--- config.mk ---
export PLATFORM = sky130hd
export DESIGN_NAME = sgfi_cell
export DESIGN_NICKNAME = d
export VERILOG_FILES = /design/src/rtl/core/sorted_grid_fractional_index_top_assert.svh /design/src/rtl/core/sgfi_pkg.sv /design/src/rtl/core/sgfi_cell.sv
export SDC_FILE = /design/constraint.sdc
export NUM_CORES = 1
export LEC_CHECK = 0
export BUFFER_PORTS_ARGS = -buffer_cell sky130_fd_sc_hd__buf_2
export CAP_MARGIN = 40
export CORE_MARGIN = 3
export CORE_UTILIZATION = 48
export CTS_BUF_LIST = sky130_fd_sc_hd__clkbuf_2
export DETAILED_ROUTE_END_ITERATION = 7
export GPL_TIMING_DRIVEN = 0
export PLACE_DENSITY = 0.83
export RECOVER_POWER = 25
export SYNTH_ARGS = -nofsm -noshare
export SYNTH_HDL_FRONTEND = slang
export SYNTH_SLANG_ARGS = --single-unit
--- constraint.sdc ---
create_clock -name clock -period 2.4 [get_ports clock]
set_input_delay 0.24 -clock clock [delete_from_list [all_inputs] [get_ports clock]]
set_output_delay 0.24 -clock clock [all_outputs]
set_load 0.05 [all_outputs]
--- src/rtl/core/sorted_grid_fractional_index_top_assert.svh ---
// Assertion macros for the sorted grid fractional index block
`ifndef SORTED_GRID_FRACTIONAL_INDEX_TOP_ASSERT_SVH
`define SORTED_GRID_FRACTIONAL_INDEX_TOP_ASSERT_SVH

// same-cycle implication, checked on every rising clock edge outside reset
`define SGFI_ASSERT_NOW(label, ante, cons) \
   label: assert property (@(posedge clock) disable iff (reset) (ante) |-> (cons)) \
      else $error("sgfi assertion failed");

// next-cycle implication
`define SGFI_ASSERT_NEXT(label, ante, cons) \
   label: assert property (@(posedge clock) disable iff (reset) (ante) |=> (cons)) \
      else $error("sgfi assertion failed");

`endif

--- src/rtl/core/sgfi_pkg.sv ---
// Types, codes and helpers shared by the sorted grid fractional index block
package sgfi_pkg;

   localparam int COORD_W = 32;
   localparam int CMP_W   = 34;
   localparam int INDEX_W = 25;

   localparam logic [1:0] ACT_CLEAR  = 2'd0;
   localparam logic [1:0] ACT_INSERT = 2'd1;
   localparam logic [1:0] ACT_QUERY  = 2'd2;

   localparam logic [1:0] ST_OK    = 2'd0;
   localparam logic [1:0] ST_RANGE = 2'd1;
   localparam logic [1:0] ST_FEW   = 2'd2;
   localparam logic [1:0] ST_FULL  = 2'd3;

   typedef enum logic [3:0] {
      S_IDLE,
      S_SETTLE,
      S_COMMIT,
      S_FETCH_FIRST,
      S_FETCH_LAST,
      S_CHECK,
      S_SEARCH,
      S_PREP,
      S_DIVIDE,
      S_DONE
   } fsm_type;

   typedef struct packed {
      logic                      commit;
      logic                      sort_order;
      logic signed [COORD_W-1:0] coordinate;
   } cell_ctl_type;

   // a must stand strictly ahead of b in the given order
   function automatic logic ahead_of(input logic order,
                                     input logic signed [CMP_W-1:0] a,
                                     input logic signed [CMP_W-1:0] b);
      ahead_of = order ? (a > b) : (a < b);
   endfunction

endpackage

--- src/rtl/core/sgfi_cell.sv ---
// One table cell: holds a coordinate, settles the insert flag, drives the read bus
module sgfi_cell #(
   parameter int CELL_INDEX = 0,
   parameter int IW         = 8,
   parameter int CW         = 9
) (
   input  logic                               clock,
   input  sgfi_pkg::cell_ctl_type             ctl_i,
   input  logic [CW-1:0]                      count_i,
   input  logic [IW-1:0]                      read_addr_i,
   input  logic signed [sgfi_pkg::COORD_W-1:0] left_value_i,
   input  logic                               left_flag_i,
   input  logic                               right_flag_i,
   output logic signed [sgfi_pkg::COORD_W-1:0] value_o,
   output logic                               flag_o,
   output logic [sgfi_pkg::COORD_W-1:0]       read_data_o
);

   logic signed [sgfi_pkg::COORD_W-1:0] value_ff, value_in;
   logic                                flag_ff, flag_in;
   logic [sgfi_pkg::COORD_W-1:0]        rd_ff, rd_in;
   logic                                occupied, goes_before;

   always_comb begin
      occupied    = CW'(CELL_INDEX) < count_i;
      goes_before = sgfi_pkg::ahead_of(ctl_i.sort_order,
                       sgfi_pkg::CMP_W'($signed(ctl_i.coordinate)),
                       sgfi_pkg::CMP_W'(value_ff));
      flag_in     = occupied ? (goes_before & right_flag_i) : 1'b1;
      value_in    = value_ff;
      if (ctl_i.commit && flag_ff) begin
         value_in = left_flag_i ? left_value_i : ctl_i.coordinate;
      end
      rd_in = (read_addr_i == IW'(CELL_INDEX)) ? value_ff : '0;
   end

   always_ff @(posedge clock) begin
      value_ff <= value_in;
      flag_ff  <= flag_in;
      rd_ff    <= rd_in;
   end

   assign value_o     = value_ff;
   assign flag_o      = flag_ff;
   assign read_data_o = rd_ff;

endmodule

==> results.tsv <==
stage	metric	value	unit
outcome	outcome	completed	
floorplanning	die area	7546	um^2
critical_path	crit start category	register	
finish	fillers	496	
synth	Post-synth top flop	dfxtp_1	
sta	Final WS setup	0.1423	ns
global_route	antenna violations before repair	0	
power	internal power	1675	uW
drt	vias	2688	
power	Comb pwr share	23.9	%
clocking	clock slew at reported path FFs	0.18	ns
critical_path	CP Class	register to register	
global_route	met3 usage	4.257	%
floorplanning	total I/O pin count	151	
drt	initial drt markers	44	
power	Max rail drop VDD	0.0004059	V
placed_design	routability cong.	0.7830	
synth	largest area contributor in the netlist	edfxtp_1	
critical_path	Critical Path RT	2.79	ns
sta	Fin Hold WS	0.04562	ns
synth	post-synthesis cell type count	30	
synth	Mapped Area	3139	um^2
drt	routed wire length	8090	um
clocking	clock sinks	65	
global_route	first-pass GRT wire length	12570	um
global_route	busiest grt layer	met2	
critical_path	CP max-delay cell	edfxtp_1	
placed_design	Place WS	0.1799	ns
synth	share of flip-flops with an asynchronous set or reset	0	%
synth	Net Count, Synth	398	
hold_path	Hold Crit Class	input port to register	
critical_path	CP Capture Type	register	
sta	RSZ-0062 raised after global routing	false	
clocking	cts hold-fix bufs	0	
clocking	CTS HTree Levels	3	
clocking	CTS tree	yes	
sta	setup TNS	0	ns
synth	syn_area_per_cell	11.21	um^2
power	static leakage	0.001977	uW
floorplanning	Die H	86.87	um
sta	final setup violating endpoints	0	
clocking	root buffer cell	clkbuf_2	
global_route	pin count of the biggest net entering global routing	33	
global_route	vias in the first global route	2760	
sta	Slew @ Worst Pin	0.8295	ns
power	P per Cell Area	602.0	nW/um^2
placed_design	dpl hpwl	6473	um
finish	diode count	0	
synth	EDFF count, synth	32	
global_route	Total GRT Usage	21.88	%
floorplanning	die width	86.87	um
sta	Slew headroom	44.70	%
clocking	clk buf depth	2	
clocking	setup bufs post-CTS	0	
power	Clock Power Share	25.0	%
critical_path	CP most frequent cell	a221oi_2	
job	Max Cap Viol	0	
power	switch share	31.94	%
sta	Final Skew	0.02481	ns
synth	share of Yosys cell area claimed by the top area cell type	30.61	%
synth	Synth warnings	0	
power	Psw	786.0	uW
drt	drt first pass iters	4	
synth	Syn Inst Count	280	
drt	vias per inst	5.169	
global_route	met2 GRT Util	38.65	%
floorplanning	Core Rows	28	
drt	DR DRC count	0	
clocking	worst skew pair latency	0.48	ns
synth	Seq/Total Area, Yosys	51.65	%
sta	Pins Over Slew Limit	0	
sta	max frequency	442.9	MHz
clocking	total CTS buffers	9	
drt	drt wl/cell	15.56	um
floorplanning	Starting Density	51.20	%
synth	flops & latches, synth	65	
finish	nets@finish	558	
power	Sequential Power Share	51.1	%
floorplanning	Core Footprint	6131	um^2
drt	antenna-violating nets left	0	
finish	synth-to-layout area growth	30.21	%
synth	ranking of synthesized cells by area	edfxtp_1 31%, dfxtp_1 21%, ha_1 13%	
critical_path	Worst Path Max Fanout	2	
placed_design	I/O Buffers	149	
critical_path	CP Cell Sequence	inv_1, ha_1, a21oi_1, o21ai_0, a221oi_2, a31oi_1, or2_2, a221oi_2	
critical_path	CP peak stage delay	0.42	ns
sta	final hold vios	0	
global_route	grt ovf	0	
critical_path	Worst EP arrival	2.65	ns
sta	Tmin final	2.258	ns
global_route	met1 usage	25.44	%
sta	fin crit share	94.07	%
finish	post-layout util	66.67	%
power	total power	2461	uW
finish	share of layout cells above drive strength 1	44.72	%
==> power by group through the flow <==
stage,clock network [uW],registers [uW],logic [uW]
floorplan,0,1450,228
global placement,0,1280,567
detailed placement,0,1280,585
CTS,629,1260,588
global route,672,1260,644
finish,616,1260,588
==> logic make-up after synthesis <==
| kind of cell | synth area share, % |
|---|---|
| AOI/OAI and AO/OA | 6.616 |
| DFF | 51.65 |
| muxes | 11.12 |
| adders and majority gates | 12.75 |
| and+or+nand+nor | 12.24 |
| buffers and inverters | 5.620 |
==> registers in the layout (all words and copies together), names as in the netlist <==
register and flops:
value_o 32, flag_o 1, read_data_o 32
==> per-stage QoR <==
step	instances	area, um^2
after floorplan	280	3139
after global placement	504	3979
after detailed placement	504	3980
after CTS	520	4083
after global routing	520	4088
final	520	4088
==> synthesized netlist by cell type (2+ instances only) <==
| cell type | number |
|---|---|
| nand2b_1 | 3 |
| nand2_1 | 11 |
| nor4_1 | 3 |
| a21oi_1 | 15 |
| dfxtp_1 | 33 |
| nand3_1 | 3 |
| or4_1 | 3 |
| o21ai_0 | 6 |
| edfxtp_1 | 32 |
| nor3_1 | 35 |
| and2_1 | 2 |
| inv_1 | 35 |
| a21o_1 | 2 |
| mux2_2 | 31 |
| clkbuf_1 | 12 |
| ha_1 | 32 |
| nand4_1 | 7 |
| nor2_1 | 3 |
==> cell usage in the layout (no fill, tap or decap), types with 2 or more instances in the layout <==
master,count
nor3_1,35
nand4_1,7
a21oi_1,15
nor4_1,3
nand2_1,11
clkbuf_1,13
o21ai_0,6
nor2_1,3
dfxtp_1,33
inv_1,35
clkinv_1,2
a21o_1,2
nand3_1,3
clkbuf_2,11
nand2b_1,3
buf_2,148
edfxtp_1,32
or4_1,3
mux2_2,31
clkinv_2,2
a221oi_2,2
ha_1,32
==> layer usage <==
| metal | vias up | wire (um) | part of all wire, % |
|---|---|---|---|
| met3 | 17 | 533 | 6.6 |
| met2 | 105 | 4076 | 50 |
| met1 | 1226 | 3315 | 41 |
| met4 | 0 | 165 | 2.0 |
| li1 | 1340 | - | - |
| met5 | - | 0 | 0 |
==> worst max-delay path, delay by kind of cell, from the launching register on <==
family	cells	cell delay, ns
compound gates	5	1.09
flops	1	0.42
simple gates	1	0.31
fa+ha+maj	1	0.25
buf+inv	1	0.10
==> final cells by class <==
class	instances	area, um^2	share of cell area (%)
Multi-Input combinational cell	168	1349	33.00
Inverter	35	131.4	3.214
Clock buffer	11	55.05	1.347
Buffer	12	45.04	1.102
Clock inverter	5	47.55	1.163
Sequential cell	65	1622	39.67
Tap cell	75	93.84	2.296
Timing Repair Buffer	149	744.5	18.21
==> what timing repair did <==
item,4_1_cts,5_1_grt
setup endpoints to repair,0,1
gates resized for setup,0,1
hold endpoints to repair,0,0
==> final timing paths <==
check,from,to,slack [ns],cells after the start
worst max-delay path,value_o[5],flag_o,0.14,8
worst min-delay path,left_value_i[20],value_o[20],0.05,2
worst max register to register,value_o[5],flag_o,0.14,8
worst min register to register,value_o[1],read_data_o[1],0.55,2
Note: power is estimated with default switching activity, not from simulation.
