**src/rtl/core/sorted_grid_fractional_index_top_assert.svh**
```systemverilog
// Assertion macros for the sorted grid fractional index block
`ifndef SORTED_GRID_FRACTIONAL_INDEX_TOP_ASSERT_SVH
`define SORTED_GRID_FRACTIONAL_INDEX_TOP_ASSERT_SVH

// same-cycle implication, checked on every rising clock edge outside reset
`define SGFI_ASSERT_NOW(label, ante, cons) \
   label: assert property (@(posedge clock) disable iff (reset) (ante) |-> (cons)) \
      else $error("sgfi assertion failed");

// next-cycle implication
`define SGFI_ASSERT_NEXT(label, ante, cons) \
   label: assert property (@(posedge clock) disable iff (reset) (ante) |=> (cons)) \
      else $error("sgfi assertion failed");

`endif

```
**src/rtl/core/sgfi_pkg.sv**
```systemverilog
// Types, codes and helpers shared by the sorted grid fractional index block
package sgfi_pkg;

   localparam int COORD_W = 32;
   localparam int CMP_W   = 34;
   localparam int INDEX_W = 25;

   localparam logic [1:0] ACT_CLEAR  = 2'd0;
   localparam logic [1:0] ACT_INSERT = 2'd1;
   localparam logic [1:0] ACT_QUERY  = 2'd2;

   localparam logic [1:0] ST_OK    = 2'd0;
   localparam logic [1:0] ST_RANGE = 2'd1;
   localparam logic [1:0] ST_FEW   = 2'd2;
   localparam logic [1:0] ST_FULL  = 2'd3;

   typedef enum logic [3:0] {
      S_IDLE,
      S_SETTLE,
      S_COMMIT,
      S_FETCH_FIRST,
      S_FETCH_LAST,
      S_CHECK,
      S_SEARCH,
      S_PREP,
      S_DIVIDE,
      S_DONE
   } fsm_type;

   typedef struct packed {
      logic                      commit;
      logic                      sort_order;
      logic signed [COORD_W-1:0] coordinate;
   } cell_ctl_type;

   // a must stand strictly ahead of b in the given order
   function automatic logic ahead_of(input logic order,
                                     input logic signed [CMP_W-1:0] a,
                                     input logic signed [CMP_W-1:0] b);
      ahead_of = order ? (a > b) : (a < b);
   endfunction

endpackage

```
**src/rtl/core/sgfi_div.sv**
```systemverilog
// Restoring divider, one quotient bit per cycle, for num < den
module sgfi_div #(
   parameter int QUOT_W = 16
) (
   input  logic                         clock,
   input  logic                         reset,
   input  logic                         start_i,
   input  logic [sgfi_pkg::COORD_W-1:0] num_i,
   input  logic [sgfi_pkg::COORD_W-1:0] den_i,
   output logic                         done_o,
   output logic [QUOT_W-1:0]            quot_o
);

   localparam int KW = $clog2(QUOT_W + 1);

   logic                         active_ff, active_in;
   logic                         done_ff, done_in;
   logic [KW-1:0]                cnt_ff, cnt_in;
   logic [sgfi_pkg::COORD_W-1:0] rem_ff, rem_in;
   logic [sgfi_pkg::COORD_W-1:0] den_ff, den_in;
   logic [QUOT_W-1:0]            quot_ff, quot_in;
   logic [sgfi_pkg::COORD_W:0]   rem2, diff;
   logic                         ge;

   always_comb begin
      rem2      = {rem_ff, 1'b0};
      diff      = rem2 - {1'b0, den_ff};
      ge        = rem2 >= {1'b0, den_ff};
      active_in = active_ff;
      done_in   = 1'b0;
      cnt_in    = cnt_ff;
      rem_in    = rem_ff;
      den_in    = den_ff;
      quot_in   = quot_ff;
      if (start_i) begin
         active_in = 1'b1;
         cnt_in    = '0;
         rem_in    = num_i;
         den_in    = den_i;
      end else if (active_ff) begin
         rem_in  = ge ? diff[sgfi_pkg::COORD_W-1:0] : rem2[sgfi_pkg::COORD_W-1:0];
         quot_in = {quot_ff[QUOT_W-2:0], ge};
         cnt_in  = cnt_ff + KW'(1);
         if (cnt_ff == KW'(QUOT_W - 1)) begin
            active_in = 1'b0;
            done_in   = 1'b1;
         end
      end
   end

   always_ff @(posedge clock) begin
      if (reset) begin
         active_ff <= 1'b0;
         done_ff   <= 1'b0;
      end else begin
         active_ff <= active_in;
         done_ff   <= done_in;
      end
      cnt_ff  <= cnt_in;
      rem_ff  <= rem_in;
      den_ff  <= den_in;
      quot_ff <= quot_in;
   end

   assign done_o = done_ff;
   assign quot_o = quot_ff;

endmodule

```
**config.mk**
```make
export PLATFORM = sky130hd
export DESIGN_NAME = sgfi_div
export DESIGN_NICKNAME = d
export VERILOG_FILES = /design/src/rtl/core/sorted_grid_fractional_index_top_assert.svh /design/src/rtl/core/sgfi_pkg.sv /design/src/rtl/core/sgfi_div.sv
export SDC_FILE = /design/constraint.sdc
export NUM_CORES = 1
export LEC_CHECK = 0
export BUFFER_PORTS_ARGS = -buffer_cell sky130_fd_sc_hd__buf_4
export CORE_AREA = 3 3 119 121
export CTS_CLUSTER_SIZE = 25
export DETAILED_ROUTE_END_ITERATION = 8
export DIE_AREA = 0 0 122 124
export GPL_TIMING_DRIVEN = 1
export MAX_ROUTING_LAYER = met4
export SYNTH_ARGS = -nofsm -noshare
export SYNTH_HDL_FRONTEND = slang
export SYNTH_SLANG_ARGS = --single-unit
```
**constraint.sdc**
```tcl
create_clock -name clock -period 3.2 [get_ports clock]
set_input_delay 0 -clock clock [delete_from_list [all_inputs] [get_ports clock]]
set_output_delay 0 -clock clock [all_outputs]
set_load 0.05 [all_outputs]
```
==> results.json, run 1 <==
{
  "run_status": "finished clean",
  "p_per_area_mw_per_mm2": 668,
  "crit_chain": "ha_1 -> and3_2 -> nand3_1 -> a211oi_2 -> o311ai_2 -> a31o_1 -> a21o_1 -> buf_12 -> or3b_2 -> a31oi_1",
  "grt_use_met3_pct": 4.04,
  "slowest_stage": "or3b_2",
  "worstSetupStartpointType": "register",
  "wl_per_cell_um": 14.8,
  "synth_cell_types": 66,
  "dieWidth_um": 122,
  "top_usage_layer": "met2",
  "grt_antenna_before_repair": 0,
  "numCtsBuffers": 9,
  "gr-usage-met1_pct": 21.1,
  "gr-total-overflow": 0,
  "ys_seq_area_share_pct": 48.5,
  "synth_edf_count": 80,
  "leakagePower_uw": 0.00304,
  "r2r_slack_ps": 170,
  "fin_worst_skew_ps": 8.33,
  "ys_top_cells_by_area": "edfxtp_1 (46%), ha_1 (8.1%), a21oi_1 (3.2%), mux2i_1 (3.2%), inv_1 (3.2%)",
  "worstHoldPathType": "input port to register",
  "syn-num-nets": 604,
  "cp_max_fo": 22,
  "synth-seq-cells": 87,
  "setup_tns_ps": 0,
  "first_iter_violations": 146,
  "route.final.wire_length_um": 12200,
  "io_pins": 84,
  "dr.pass1.iters": 4,
  "path_buf_inv": 1,
  "switching_share_pct": 35.9,
  "htreeDepth": 3,
  "netlist_instances": 502,
  "crit_type": "register to register",
  "place.gp.congestion": 0.838,
  "crit_required_ps": 3400,
  "cts_buffer_depth": 2,
  "grt_use_total_pct": 17.2,
  "io_buffer_count": 83,
  "drive_gt1_share_pct": 19.5,
  "pwr-share-seq_pct": 33.6,
  "area_delta_synth_final_pct": 34.2,
  "crit_family": "compound AO/OA/AOI/OAI gates",
  "cts_tree": "built",
  "end_kind": "register",
  "ir_worst_vdd_v": 0.000326,
  "drcViolationCount": 0,
  "insertion_delay_ps": 350,
  "finalNetCount": 749,
  "synth_top_cell_area_share_pct": 45.8,
  "cp.arrival_ps": 3230,
  "min_period_ps": 3030,
  "setup_viol": 0,
  "yosys_warnings": 0,
  "dpl.hpwl_um": 8640,
  "comb_power_share_pct": 44.7,
  "slew_viol_final": 0,
  "placed_cell_area_mm2": 0.00607,
  "max_cap_viol_count": 0,
  "stdcell_area_mm2": 0.00704,
  "rows": 42,
  "syn_avg_cell_area_um2": 10.4,
  "grt_pass1_wl_um": 20000,
  "slew_headroom_pct": 43.5,
  "clk_pin_slew_ps": 60,
  "intPower_uw": 3010,
  "postRouteAntennaNets": 0,
  "switching_power_uw": 1690,
  "via_count": 4214,
  "cts_sinks": 87,
  "dpl.cell_count": 750,
  "grt_start_max_net_pins": 46,
  "yosysTopAreaCell": "edfxtp_1",
  "diodes": 0,
  "fin_crit_sh_pct": 94.7,
  "synth_area_mm2": 0.00524,
  "p_clk_share_pct": 21.7,
  "root_buffer": "clkbuf_16",
  "postSynth.asyncResetShare_pct": 0,
  "hold_viol_final": 0,
  "avgViaCountPerCell": 5.09,
  "final_cells": 828,
  "fmax_mhz": 330,
  "start_util_pct": 39.7,
  "power_uw": 4700,
  "grt_pass1_vias": 4307,
  "core_mm2": 0.0132,
  "slowest_delay_ps": 460,
  "utilization_pct": 53.3,
  "dieArea_mm2": 0.0151,
  "synth_ff_type": "edfxtp_1",
  "die_h_um": 124,
  "tightest_slew_ps": 847,
  "use_met2_pct": 27.9
}
[cell type report]
class / count / area [um^2]
Tap cell: 176 / 220
Multi-Input combinational cell: 352 / 2490
Timing Repair Buffer: 152 / 1320
Fill cell: 1171 / 6150
Sequential cell: 87 / 2540
Clock inverter: 5 / 41.3
Clock buffer: 11 / 253
Inverter: 45 / 169
[tightest hold or removal path: stages]
cell and delay, ps:
buf_4 80, nor2_1 30, a31oi_1 120
[kinds of logic after synthesis]
kind of cell	count (synthesis)	synth area share, %
AOI/OAI and AO/OA	138	17.7
xor gates and xnor gates	21	3.51
adders and majority gates	35	8.50
buffers and inverters	63	4.96
DFF	87	48.5
muxes	18	3.46
and+or+nand+nor	140	13.4
[Yosys cell counts, drive strengths merged, types with 2 or more instances]
library cell,instances
or4,2
clkbuf,13
nand2,43
and3,10
a21o,19
a2111oi,3
xor2,11
a21boi,3
nand4,6
a2bb2oi,5
nor2b,7
nand3,19
ha,34
nand2b,4
inv,45
o21ai,31
or3b,3
a211oi,5
o21a,4
a21oi,36
mux2i,17
and4,3
edfxtp,80
a31oi,7
xnor2,10
o21bai,5
o211ai,3
or2,2
buf,5
nor3,9
dfxtp,7
o31ai,4
nor2,26
[final timing paths]
kind / start / end / depth (start not counted)
max: rem_ff[9]$_DFFE_PP_ / rem_ff[22]$_DFFE_PP_ / 10
min: num_i[29] / rem_ff[29]$_DFFE_PP_ / 3
max reg2reg: rem_ff[9]$_DFFE_PP_ / rem_ff[22]$_DFFE_PP_ / 10
min reg2reg: quot_o[8]$_DFFE_PP_ / quot_o[9]$_DFFE_PP_ / 0
[routing by layer]
layer  vias to the layer above  wire length, um
met5                         -                0
met4                         0               85
met3                         7              514
met2                        90             5830
met1                      1972             5790
li1                       2145                -
[flip-flops by register name, summed over array words and instances (netlist names)]
signal     flops
cnt_ff         5
quot_o        16
active_ff      1
done_o         1
rem_ff        32
den_ff        32
[placed cells by master, fill, tap and decap left out, types with 11 or more instances in the layout]
| cell type | count |
|---|---|
| a21oi_1 | 34 |
| edfxtp_1 | 80 |
| ha_1 | 31 |
| nand3_1 | 19 |
| a21o_1 | 19 |
| o21ai_0 | 25 |
| inv_1 | 44 |
| xor2_1 | 11 |
| nor2_1 | 25 |
| mux2i_1 | 17 |
| buf_4 | 89 |
| dlygate4sd3_1 | 61 |
| nand2_1 | 43 |
[power by group through the flow]
| stage | clock network (uW) | registers [uW] | logic [uW] |
|---|---|---|---|
| 2_1_floorplan | 0 | 1590 | 1510 |
| 3_3_place_gp | 0 | 1590 | 1980 |
| 3_5_place_dp | 0 | 1600 | 2010 |
| 4_1_cts | 1050 | 1580 | 2080 |
| 5_1_grt | 1090 | 1600 | 2330 |
| 6_report | 1020 | 1580 | 2100 |
[what timing repair did]
item | 4_1_cts | 5_1_grt
setup buffers | 0 | 1
hold endpoints to repair | 62 | 0
gates resized for setup | 0 | 7
endpoints found under the setup margin | 0 | 25
hold buffers | 61 | 0
[through the flow]
step / hold WS (ps) / setup slack, ps
2_1_floorplan: 72.4 / 381
3_3_place_gp: 169 / 173
3_5_place_dp: 175 / 133
4_1_cts: 0.875 / 112
5_1_grt: 37.1 / -12.6
6_report: 7.56 / 169
No activity file was read; power rests on OpenSTA's default activity.
==> run 2: changes to the inputs <==
--- a/config.mk
+++ b/config.mk
@@ -6,12 +6,15 @@
 export NUM_CORES = 1
 export LEC_CHECK = 0
 export BUFFER_PORTS_ARGS = -buffer_cell sky130_fd_sc_hd__buf_4
+export CELL_PAD_IN_SITES_DETAIL_PLACEMENT = 0
+export CELL_PAD_IN_SITES_GLOBAL_PLACEMENT = 1
 export CORE_AREA = 3 3 119 121
 export CTS_CLUSTER_SIZE = 25
 export DETAILED_ROUTE_END_ITERATION = 8
 export DIE_AREA = 0 0 122 124
 export GPL_TIMING_DRIVEN = 1
 export MAX_ROUTING_LAYER = met4
+export PLACE_DENSITY_LB_ADDON = 0.1
 export SYNTH_ARGS = -nofsm -noshare
 export SYNTH_HDL_FRONTEND = slang
 export SYNTH_SLANG_ARGS = --single-unit
==> results.json, run 2 (same netlist as run 1, synthesis figures left out) <==
{
  "run_status": "finished clean",
  "routed-wl-met2_um": 5980,
  "crit_start": "rem_ff[1]$_DFFE_PP_",
  "worstHoldPathType": "input port to register",
  "slowest_delay_ps": 470,
  "root_buffer": "clkbuf_16",
  "reg2reg_from": "rem_ff[1]$_DFFE_PP_",
  "finalNetCount": 758,
  "dieArea_mm2": 0.0151,
  "first_iter_violations": 220,
  "cts_sinks": 87,
  "insertion_delay_ps": 350,
  "power_uw": 4740,
  "grt_pass1_wl_um": 20600,
  "wl_met3_um": 401,
  "drive_gt1_share_pct": 20.7,
  "rows": 42,
  "wl_per_cell_um": 15.1,
  "crit_required_ps": 3390,
  "slowest_stage": "or3b_2",
  "rsz0062_at_grt": "false",
  "regArea_mm2": 0.00254,
  "multi_input_area_mm2": 0.00255,
  "worst-r2r-cell-count": 10,
  "cp.arrival_ps": 3210,
  "crit_chain": "ha_4 -> nand3_1 -> o21bai_4 -> a211oi_4 -> o311ai_2 -> a31o_1 -> a21o_1 -> buf_12 -> or3b_2 -> a2bb2oi_1",
  "slew_headroom_pct": 42.0,
  "start_util_pct": 39.7,
  "placed_cell_area_mm2": 0.00610,
  "end_kind": "register",
  "fin_worst_skew_ps": 10.6,
  "io_pins": 84,
  "via_count": 4231,
  "max_cap_viol_count": 0,
  "whs_path_depth": 4,
  "slew_viol_final": 0,
  "postRouteAntennaNets": 0,
  "ir_worst_vdd_v": 0.000350,
  "route.final.wire_length_um": 12600,
  "dpl.hpwl_um": 8940,
  "top_layer_used": "met4",
  "tightest_slew_ps": 870,
  "setup_viol": 0,
  "avgViaCountPerCell": 5.05,
  "gr-total-overflow": 0,
  "leakagePower_uw": 0.00306,
  "clk_pin_slew_ps": 70,
  "numCtsBuffers": 9,
  "hold_viol_final": 0,
  "worstReg2RegEnd": "rem_ff[11]$_DFFE_PP_",
  "num-fill-cells": 1225,
  "crit_type": "register to register",
  "dieWidth_um": 122,
  "htreeDepth": 3,
  "r2r_slack_ps": 180,
  "core_mm2": 0.0132,
  "timing.final.ws_setup_ps": 182,
  "worstSetupStartpointType": "register",
  "stdcell_area_mm2": 0.00715,
  "final_common_cell": "buf_4",
  "diodes": 0,
  "cp_max_fo": 15,
  "min_to": "rem_ff[30]$_DFFE_PP_",
  "io_buffer_count": 83,
  "area_delta_synth_final_pct": 36.3,
  "min-delay-start": "num_i[30]",
  "grt_pass1_vias": 4201,
  "fmax_mhz": 331,
  "cts_tree": "built",
  "grt_antenna_before_repair": 0,
  "dr.pass1.iters": 4,
  "die_h_um": 124,
  "fin_crit_sh_pct": 94.3,
  "pre_cts_slack_ps": 83.4,
  "place.gp.congestion": 0.908,
  "grt_use_total_pct": 18.0,
  "p_per_area_mw_per_mm2": 664,
  "drcViolationCount": 0,
  "setup_tns_ps": 0,
  "grt_start_max_net_pins": 52,
  "cts_buffer_depth": 2,
  "final_cell_mix": "buf_4 (95), edfxtp_1 (80), dlygate4sd3_1 (64)",
  "wl_met1_um": 6040,
  "min_period_ps": 3020
}
## run 2: changes by cell type in the layout (fill, tap and decap cells not counted), moves of 2 or more
cell / previous run / this run
buf_4: 89 / 95
clkbuf_8: 2 / 0
ha_4: 3 / 6
clkinv_4: 2 / 0
ha_1: 31 / 28
dlygate4sd3_1: 61 / 64
## run 2: worst max path at each step
| stage | end | cells after the start |
|---|---|---|
| 2_1_floorplan | rem_ff[27]$_DFFE_PP_ | 11 |
| 3_3_place_gp | rem_ff[22]$_DFFE_PP_ | 10 |
| 3_5_place_dp | rem_ff[11]$_DFFE_PP_ | 10 |
| 4_1_cts | rem_ff[11]$_DFFE_PP_ | 10 |
| 5_1_grt | rem_ff[11]$_DFFE_PP_ | 10 |
| 6_report | rem_ff[11]$_DFFE_PP_ | 10 |
## run 2: timing repair
item | 4_1_cts | 5_1_grt
setup buffers | 0 | 2
endpoints found under the setup margin | 0 | 31
hold endpoints to repair | 65 | 0
gates resized for setup | 0 | 16
hold buffers | 64 | 0
## run 2: area by class of cell
cell class              instances  share of cell area (%)
multi-input cells             352                    35.8
flip-flops and latches         87                    35.6
repair buffers                161                    19.4
clock buffers                  10                    3.20
well taps                     176                    3.08
inverters                      45                    2.36
clock inverters                 6                   0.630
## run 2: per-layer routing
layer  track usage, %  vias up
li1                 -     2162
met1             23.4     1970
met2             28.3       86
met3             3.00       13
met4             7.07        0
met5                -        -
## run 2: where the power goes
| group | internal [uW] | switching (uW) |
|---|---|---|
| Combinational | 998 | 1160 |
| Sequential | 1480 | 105 |
| Clock | 531 | 469 |
## run 2: stage by stage
step	hold WS (ps)	cells	utilization [%]
6_report	76.9	837	54.2
5_1_grt	86.7	837	54.2
4_1_cts	62.5	835	53.2
3_5_place_dp	175	755	46.2
3_3_place_gp	171	755	46.2
2_1_floorplan	72.4	502	-
## run 2: critical path, delay by kind of cell, from the launching register on
kind / cells / cell delay (ps)
AO/OA/AOI/OAI: 6 / 1300
AND/OR/NAND/NOR: 2 / 610
flip-flops: 1 / 450
adder cells (fa/ha/maj): 1 / 330
buffers and inverters: 1 / 170
==> run 3: changes to the inputs <==
==> constraint.sdc (replaced) <==
create_clock -name clock -period 3.09 [get_ports clock]
set_input_delay 0 -clock clock [delete_from_list [all_inputs] [get_ports clock]]
set_output_delay 0 -clock clock [all_outputs]
set_load 0.005 [all_outputs]
==> results.json, run 3 (same netlist as run 1, synthesis figures left out) <==
{
  "area_delta_synth_final_pct": 37.5,
  "die_h_um": 124,
  "rows": 42,
  "fin_crit_sh_pct": 96.3,
  "setup_tns_ps": 0,
  "dieArea_mm2": 0.0151,
  "diodes": 0,
  "worstHoldPathType": "input port to register",
  "io_pins": 84,
  "io_buffer_count": 83,
  "final_common_cell": "buf_4",
  "cts_buffer_depth": 2,
  "insertion_delay_ps": 340,
  "run_status": "finished clean",
  "worstSetupStartpointType": "register",
  "leakagePower_uw": 0.00310,
  "crit_type": "register to register",
  "setup_viol": 0,
  "min_period_ps": 2980,
  "fmax_mhz": 336,
  "cts_sinks": 87,
  "avgViaCountPerCell": 5.07,
  "root_buffer": "clkbuf_16",
  "dpl.hpwl_um": 9260,
  "dieWidth_um": 122,
  "final_cell_mix": "buf_4 (106), edfxtp_1 (80), dlygate4sd3_1 (60)",
  "whs_ps": 16.4,
  "grt_start_max_net_pins": 45,
  "drive_gt1_share_pct": 22.9,
  "grt_use_total_pct": 18.3,
  "drcViolationCount": 0,
  "postRouteAntennaNets": 0,
  "finalNetCount": 764,
  "p_per_area_mw_per_mm2": 694,
  "end_kind": "register",
  "gr-total-overflow": 0,
  "cp_max_fo": 4,
  "max_cap_viol_count": 0,
  "power_uw": 5000,
  "pre_cts_slack_ps": 63.2,
  "hold_viol_final": 0,
  "route.final.wire_length_um": 12900,
  "cts_tree": "built",
  "core_mm2": 0.0132,
  "crit_required_ps": 3300,
  "slew_viol_final": 0,
  "htreeDepth": 3,
  "start_util_pct": 39.7,
  "grt_antenna_before_repair": 0,
  "grt_pass1_wl_um": 21200,
  "slew_headroom_pct": 40.4,
  "first_iter_violations": 218,
  "grt_pass1_vias": 4377,
  "dr.pass1.iters": 5,
  "tightest_slew_ps": 893,
  "cp.arrival_ps": 3180,
  "clk_pin_slew_ps": 60,
  "timing.final.ws_setup_ps": 114,
  "via_count": 4271,
  "ir_worst_vdd_v": 0.000394,
  "rsz0062_at_grt": "true",
  "numCtsBuffers": 9,
  "place.gp.congestion": 0.876,
  "fin_worst_skew_ps": 5.32,
  "wl_per_cell_um": 15.3
}
-- run 3: area by class of cell --
| type | instances | area, um^2 |
|---|---|---|
| clock inverters | 4 | 48.8 |
| flip-flops and latches | 87 | 2540 |
| fillers | 1176 | 5980 |
| repair buffers | 167 | 1420 |
| inverters | 45 | 169 |
| multi-input cells | 352 | 2570 |
| well taps | 176 | 220 |
| clock buffers | 12 | 236 |
-- run 3: metrics by stage --
stage | utilization (%) | area (um^2) | instances
after CTS | 53.5 | 7050 | 840
after global routing | 54.6 | 7210 | 843
after detailed placement | 46.7 | 6160 | 764
after floorplan | - | 5240 | 502
final | 54.6 | 7210 | 843
after global placement | 46.7 | 6160 | 764
-- run 3: worst max-delay path, stage by stage (launching register included) --
cell	delay [ps]
edfxtp_1	410
ha_1	330
nor2b_2	230
o21bai_4	100
a211oi_4	300
o311ai_2	140
a31o_1	240
buf_4	140
a2111oi_0	380
or4b_1	480
nand3_1	100
-- run 3: worst paths after layout --
| path | start | endpoint | slack (ps) | cells past startpoint |
|---|---|---|---|---|
| worst max register to register | rem_ff[0]$_DFFE_PP_ | rem_ff[30]$_DFFE_PP_ | 110 | 10 |
| worst min-delay path | num_i[24] | rem_ff[24]$_DFFE_PP_ | 20 | 3 |
| worst min register to register | quot_o[1]$_DFFE_PP_ | quot_o[2]$_DFFE_PP_ | 450 | 0 |
| worst max-delay path | rem_ff[0]$_DFFE_PP_ | rem_ff[30]$_DFFE_PP_ | 110 | 10 |
-- run 3: report_power, final --
group          internal [uW]  leakage, uW  switching [uW]
combinational           1100      0.00211            1200
sequential              1530     0.000843             109
clock                    626     0.000141             439
-- run 3: what timing repair did --
item | 4_1_cts | 5_1_grt
setup endpoints to repair | 0 | 29
hold buffers | 60 | 0
setup buffers | 0 | 3
gates resized for setup | 0 | 24
hold endpoints to repair | 61 | 0
-- run 3: layer usage --
layer	track usage, %	wire, um	vias up
met5	-	0	-
met4	4.69	82	0
met3	3.41	392	8
met2	31.1	6390	75
met1	22.6	6010	2015
li1	-	-	2173
